## config.mk

```make
export PLATFORM = sky130hd
export DESIGN_NAME = bid_ctrl
export DESIGN_NICKNAME = d
export VERILOG_FILES = /design/src/rtl/bid_pkg.sv /design/src/rtl/bid_ctrl.sv
export SDC_FILE = /design/constraint.sdc
export NUM_CORES = 1
export LEC_CHECK = 0
export BUFFER_PORTS_ARGS = -buffer_cell sky130_fd_sc_hd__buf_4
export CORE_AREA = 2 2 39 41
export DETAILED_ROUTE_END_ITERATION = 12
export DIE_AREA = 0 0 41 43
export HOLD_SLACK_MARGIN = 0.1
export PLACE_DENSITY = 0.47
export SYNTH_ARGS = -nofsm -noshare
export SYNTH_HDL_FRONTEND = slang
export SYNTH_SLANG_ARGS = --single-unit
```

## constraint.sdc

```tcl
create_clock -name clk -period 1.5 [get_ports clk]
set_input_delay 0.075 -clock clk [delete_from_list [all_inputs] [get_ports clk]]
set_output_delay 0.075 -clock clk [all_outputs]
set_load 0.02 [all_outputs]
```

## src/rtl/bid_pkg.sv

```systemverilog
// bid_pkg: shared types and constants of the binary image dilation block
// item structs, opcodes, register indexes, decode kinds, command and status groups
// no dependencies
`timescale 1ns / 1ps
`default_nettype none

package bid_pkg;

  localparam int ROW_W     = 64;
  localparam int CFG_AW    = 3;
  localparam int CFG_DW    = 64;

  localparam logic [1:0] OP_CLEAR = 2'd0;
  localparam logic [1:0] OP_PIXEL = 2'd1;
  localparam logic [1:0] OP_READ  = 2'd2;

  localparam logic [CFG_AW-1:0] REG_IMAGE_ROWS  = 3'd0;
  localparam logic [CFG_AW-1:0] REG_IMAGE_COLS  = 3'd1;
  localparam logic [CFG_AW-1:0] REG_KERNEL_ROWS = 3'd2;
  localparam logic [CFG_AW-1:0] REG_KERNEL_COLS = 3'd3;
  localparam logic [CFG_AW-1:0] REG_KERNEL_BITS = 3'd4;

  localparam logic [6:0]  IMAGE_ROWS_RST  = 7'd64;
  localparam logic [6:0]  IMAGE_COLS_RST  = 7'd64;
  localparam logic [3:0]  KERNEL_ROWS_RST = 4'd3;
  localparam logic [3:0]  KERNEL_COLS_RST = 4'd3;
  localparam logic [63:0] KERNEL_BITS_RST = 64'd0;

  typedef struct packed {
    logic [1:0] opcode;
    logic [5:0] row_index;
    logic [5:0] col_index;
    logic       pixel;
  } in_item_t;

  typedef struct packed {
    logic [ROW_W-1:0] row_bits;
    logic             status;
  } out_item_t;

  typedef enum logic [2:0] {
    K_BAD,
    K_NOP,
    K_CLEAR,
    K_STAMP,
    K_READ
  } kind_t;

  typedef struct packed {
    logic clr_step;
    logic load;
    logic zero_row;
    logic rd_row;
    logic iter_step;
    logic respond;
    logic respond_read;
  } cmd_t;

  typedef struct packed {
    kind_t kind;
    logic  iter_last;
    logic  clr_last;
  } sts_t;

endpackage

`default_nettype wire

```

## src/rtl/bid_ctrl.sv

```systemverilog
// bid_ctrl: sequencer of the dilation block
// depends on bid_pkg (cmd_t, sts_t, kind_t)
`timescale 1ns / 1ps
`default_nettype none

module bid_ctrl (
  input  wire logic          clk,
  input  wire logic          rst_n,
  input  wire logic          start,
  output logic               busy,
  input  wire bid_pkg::sts_t sts,
  output bid_pkg::cmd_t      cmd
);

  typedef enum logic [2:0] {
    S_CLEAR,
    S_IDLE,
    S_DECODE,
    S_READ,
    S_STAMP,
    S_DRAIN
  } state_t;

  state_t state_r, state_nxt;
  logic   busy_r;

  always_comb begin
    cmd       = '0;
    state_nxt = state_r;
    case (state_r)
      S_CLEAR: begin
        cmd.clr_step = 1'b1;
        if (sts.clr_last) state_nxt = S_IDLE;
      end
      S_IDLE: begin
        if (start) begin
          cmd.load  = 1'b1;
          state_nxt = S_DECODE;
        end
      end
      S_DECODE: begin
        case (sts.kind)
          bid_pkg::K_CLEAR: begin
            cmd.zero_row = 1'b1;
            cmd.respond  = 1'b1;
            state_nxt    = S_IDLE;
          end
          bid_pkg::K_READ: begin
            cmd.rd_row = 1'b1;
            state_nxt  = S_READ;
          end
          bid_pkg::K_STAMP: begin
            cmd.iter_step = 1'b1;
            state_nxt     = sts.iter_last ? S_DRAIN : S_STAMP;
          end
          default: begin
            cmd.respond = 1'b1;
            state_nxt   = S_IDLE;
          end
        endcase
      end
      S_READ: begin
        cmd.respond_read = 1'b1;
        state_nxt        = S_IDLE;
      end
      S_STAMP: begin
        cmd.iter_step = 1'b1;
        if (sts.iter_last) state_nxt = S_DRAIN;
      end
      S_DRAIN: begin
        cmd.respond = 1'b1;
        state_nxt   = S_IDLE;
      end
      default: begin
        state_nxt = S_IDLE;
      end
    endcase
  end

  always_ff @(posedge clk) begin
    if (!rst_n) begin
      state_r <= S_CLEAR;
      busy_r  <= 1'b1;
    end else begin
      state_r <= state_nxt;
      busy_r  <= (state_nxt != S_IDLE);
    end
  end

  assign busy = busy_r;

endmodule

`default_nettype wire

```

-- Word-level counts from Yosys, hierarchy flattened
Index checks and enable logic that the tools add are counted.
- register bits after elaboration: 4
- memory bits (read-only): 0
- memories kept: 0
- bits in writable memories: 0
- word-level logic and storage cells: 30
- input port bits: 8
- output and inout bits: 8
- bits in latches: 0
- reduce and logical (&&, ||, !) cells: 2
- equality and inequality tests: 9
- add/subtract/negate cells: 0
- shift-type cells: 0
- div/mod/pow operators: 0
- bitwise gates (word level): 0
- multiply operators: 0
- mux-type cells: 17
- magnitude comparators: 0
- operator list (operator ; number):
    3-bit by 2-bit == test with 1-bit output (second input constant) ; 4
    3-bit case mux with 4 select lines ; 1
    3-bit == test (second input constant) ; 3
    1-bit two-way mux ; 9
    3-bit two-way mux ; 3
    3-bit case mux with 2 select lines ; 1
    1-bit case mux with 2 select lines ; 2
    3-bit by 1-bit == test with 1-bit output (second input constant) ; 1
    3-bit logical NOT ; 1
    3-bit by 1-bit != test with 1-bit output (second input constant) ; 1
    2-bit two-way mux ; 1
    2-bit OR reduction ; 1

-- Longest topological paths before layout
- depth in word-level cells: 4
- depth in mapped cells: 5

-- Worst setup path before layout
OpenSTA, ideal clock, no wires.
- kind: register -> output
- start point: register state_r[2]
- end point: output port cmd[4] (netlist name)
- arrival time: 1.465 ns
- buffers on the path: 1
- data required time: 1.425 ns
- stages on the path, launching flop included: 4
- setup slack: -0.040 ns
- cells stage by stage: dfxtp_1 -> buf_4 -> or4b_4 -> nor3b_1
- RTL lines (item ; line ; source):
    start: declaration ; bid_ctrl.sv:24 ; state_t state_r, state_nxt;
    start signal: assignment ; bid_ctrl.sv:85 ; state_r <= state_nxt;
    end: declaration ; bid_ctrl.sv:12 ; output bid_pkg::cmd_t cmd

==> results.txt <==
* Outcome: finished, violations left
- Violations in the final reports: setup timing
- Setup violations remaining at the end of the flow were counted as 2.
* Min setup slack post-route: -0.00763 ns
- Sum of routed wire length over all layers: 778 um
- Maximum fanout count along the critical path: 2
- Slew at the pin with the worst max-slew slack: 0.193 ns
- The number of global-route vias before repair came to 274.
* Count of antenna diodes in the layout: 0
- Synthesis produced a netlist whose cell count is 33.
- Leakage power total: 0.209 nW
- TritonCTS built the clock tree.
* Global placement routability congestion: 0.667
- Detailed router's first-iteration violation count: 2
- The initial utilization of the core area, before any placement, comes to 0.206.
- Max IR drop VDD: around 0.00034 V
* Pin count of the biggest net entering global routing: 12
- In this run the cell area measured after placement is 434 sq um.
- Derived from the worst setup path, the maximum achievable clock frequency is 663 MHz.
- Number of antenna violations at the first check in global routing: 0
- Via-per-instance ratio: 4.43
- In this run the number of H-tree levels came out at 1.
- I/O Buffers: 15
- The max-slew violation count is 0.
- From bottom edge to top edge, the die measures between 40 and 50 um.
* RSZ-0062 raised after global routing: true
* Count of yosys warnings during synthesis: 0
* Worst endpoint data arrival time: between 1 and 1.5 ns
- Before CTS, the worst setup slack after placement is approximately 0.19 ns.
- Die outline area: about 0.0018 sq mm
- Class of the most critical hold timing path: in2reg
- Netlist Area Pre-Place: 285 sq um
- Count of unique library cells instantiated by Yosys: 27
- Number of buffers added by the clock tree synthesis step: 3
- For the worst-skew pair, the clock arrives at the later sink with an insertion delay of 0.23 ns.
- In this run the deepest clock path goes through 2 buffers.
- After clock tree synthesis, the clock-pin slew on the worst setup and hold paths is about 0.030 ns.
- For this design the top-level I/O count stands at 16.
- Total number of nets in the final design: 64
* Net count after synthesis: 41
- On the final layout, the worst hold slack is 0.229 ns.
* Sequential cell area: 80.1 sq um
* Total power per unit cell area: 724 mW/mm^2
- Post-synthesis area per instance: ~8.6 sq um
* M2 GR Usage: 0.134
* Width of the chip: 41 um
- Routed wire per std cell: around 11 um
* Fraction of final layout cells sized beyond drive strength 1: 0.537
- 1st-pass router iterations: 2
- Number of fill cells in the layout: 141
* Headroom to the max-slew limit: 0.871
- Routed vias: 310
- Element type at the critical path start: flop
- met2 is the most crowded layer.
- Post-route cell area: 482 sq um
* Overall overflow remaining after global route: 0
- Number of sinks handled by clock tree synthesis: 4
- The count of final hold-check violations came to 0.
* Post-detailed-route DRC marker count: 0
- Req. time, crit path: 1.42 ns
- Area Growth Syn to Fin: 68.9%
* Number of rows created at floorplan: 14
* Remaining antenna violation count after routing: 0
- The first global-routing pass estimated 1140 um of wire.
* Multi-input logic area: between 200 and 250 sq um
- Floorplan core area: ~0.0014 sq mm
- Max-cap violations in this run came to 0.
* Met3 usage: 0.0419
* Element type at the critical path end: output port
- Met1 Resource Use GR: 0.119
* Type of the worst setup path: reg2out
- Final setup TNS: -0.0103 ns
- Estimated wirelength of the detail-placed design: 606 um
- Total power consumption of the routed design: 349 uW
- Total track usage: 0.100
- On the final layout, the worst clock skew is 0.00147 ns.
- Synthesis inferred 4 register bits.
- Clock root buffer: sky130_fd_sc_hd__clkbuf_4
- For the finished layout, the period the worst path requires is 1.51 ns.
* Final clock period utilization by the worst path: 1.01
- Of the synthesized area, sequential elements account for 0.281.
## stage by stage
stage / std cells / util
5_1_grt: 70 / 0.348
3_3_place_gp: 65 / 0.314
6_report: 70 / 0.348
4_1_cts: 70 / 0.348
3_5_place_dp: 65 / 0.314
2_1_floorplan: 33 / -
## sequential cells by signal (all words and copies together), names as in the netlist
| signal | cells |
|---|---|
| state_r | 3 |
| busy | 1 |
## timing repair
item                                   4_1_cts  5_1_grt
gates resized for setup                      2        0
gates cloned                                 0        0
buffers inserted                             1        0
pin swaps                                    2        1
hold buffers                                 1        0
endpoints found under the hold margin        2        0
setup endpoints to repair                    3        2
## worst paths after layout
| check | start | end | slack, ns | cells past startpoint |
|---|---|---|---|---|
| hold / removal | sts[0] | state_r[0]$_SDFF_PN0_ | 0.23 | 3 |
| setup reg to reg | state_r[0]$_SDFF_PN0_ | state_r[1]$_SDFF_PN0_ | 0.11 | 5 |
| setup / recovery | state_r[0]$_SDFF_PN0_ | cmd[3] | -0.008 | 3 |
| hold reg to reg | state_r[0]$_SDFF_PN0_ | state_r[2]$_SDFF_PN0_ | 0.72 | 3 |
## where the power goes
part | total (mW) | switching, mW | leakage, nW | internal, mW
clock | 0.129 | 0.0397 | 0.0138 | 0.0892
combinational | 0.102 | 0.0515 | 0.162 | 0.0500
sequential | 0.118 | 0.00309 | 0.0329 | 0.115
total | 0.349 | 0.0943 | 0.209 | 0.254
## layer usage
| layer | vias to the layer above | wire length (um) |
|---|---|---|
| li1 | 162 | - |
| met1 | 141 | 318 |
| met2 | 7 | 407 |
| met3 | 0 | 52 |
| met4 | 0 | 0 |
| met5 | - | 0 |
## area by class of cell
cell class	instances	share of cell area
tap	16	0.0416
timing repair buffer	20	0.325
multi-input combinational	27	0.421
sequential	4	0.166
clock buffer	3	0.0468
## cells in the mapped netlist, drive strengths merged
master | n | area (sq um)
nand2 | 2 | 7.51
o211ai | 1 | 7.51
buf | 1 | 7.51
nor3 | 1 | 5.00
nand4b | 1 | 8.76
nand3 | 1 | 5.00
a22oi | 1 | 7.51
or4b | 1 | 13.8
nand2b | 1 | 6.26
o221ai | 1 | 8.76
and3 | 1 | 6.26
or2b | 1 | 7.51
maj3 | 1 | 10.0
clkbuf | 1 | 3.75
nand3b | 1 | 7.51
o21ai | 2 | 10.0
nor3b | 3 | 38.8
nor2 | 4 | 17.5
and2 | 1 | 6.26
a21oi | 1 | 5.00
dfxtp | 4 | 80.1
nor2b | 2 | 15.0
## worst max-delay path: stages, from the launching register on
cell,delay [ns]
sky130_fd_sc_hd__dfxtp_1,0.30
sky130_fd_sc_hd__or4b_4,0.54
sky130_fd_sc_hd__nor3b_4,0.22
sky130_fd_sc_hd__buf_6,0.14
## layout by cell type (no fill, tap or decap)
master / n
sky130_fd_sc_hd__and3_1: 1
sky130_fd_sc_hd__a21oi_2: 1
sky130_fd_sc_hd__nand4b_1: 1
sky130_fd_sc_hd__nand2_1: 2
sky130_fd_sc_hd__o221ai_1: 1
sky130_fd_sc_hd__nor2_1: 3
sky130_fd_sc_hd__maj3_1: 1
sky130_fd_sc_hd__and2_1: 1
sky130_fd_sc_hd__buf_6: 1
sky130_fd_sc_hd__nor3b_2: 2
sky130_fd_sc_hd__o211ai_1: 1
sky130_fd_sc_hd__or2b_1: 1
sky130_fd_sc_hd__nand2b_1: 1
sky130_fd_sc_hd__clkbuf_4: 3
sky130_fd_sc_hd__dlygate4sd3_1: 1
sky130_fd_sc_hd__dfxtp_1: 4
sky130_fd_sc_hd__nor2b_1: 1
sky130_fd_sc_hd__o21ai_0: 1
sky130_fd_sc_hd__nor2b_2: 1
sky130_fd_sc_hd__nand3_1: 1
sky130_fd_sc_hd__nor3_1: 1
sky130_fd_sc_hd__a22oi_1: 1
sky130_fd_sc_hd__nor2_2: 1
sky130_fd_sc_hd__o21ai_1: 1
sky130_fd_sc_hd__buf_4: 18
sky130_fd_sc_hd__nor3b_4: 1
sky130_fd_sc_hd__nand3b_1: 1
sky130_fd_sc_hd__or4b_4: 1
## cells by family (layout without fill, tap and decap cells)
logic type      after synthesis  in the layout  synth area share
compound gates                6              6             0.136
fa+ha+maj                     1              1            0.0351
buf+inv                       2             23            0.0395
flops                         4              4             0.281
simple gates                 20             20             0.509
Power figures use the tool's default switching activity.
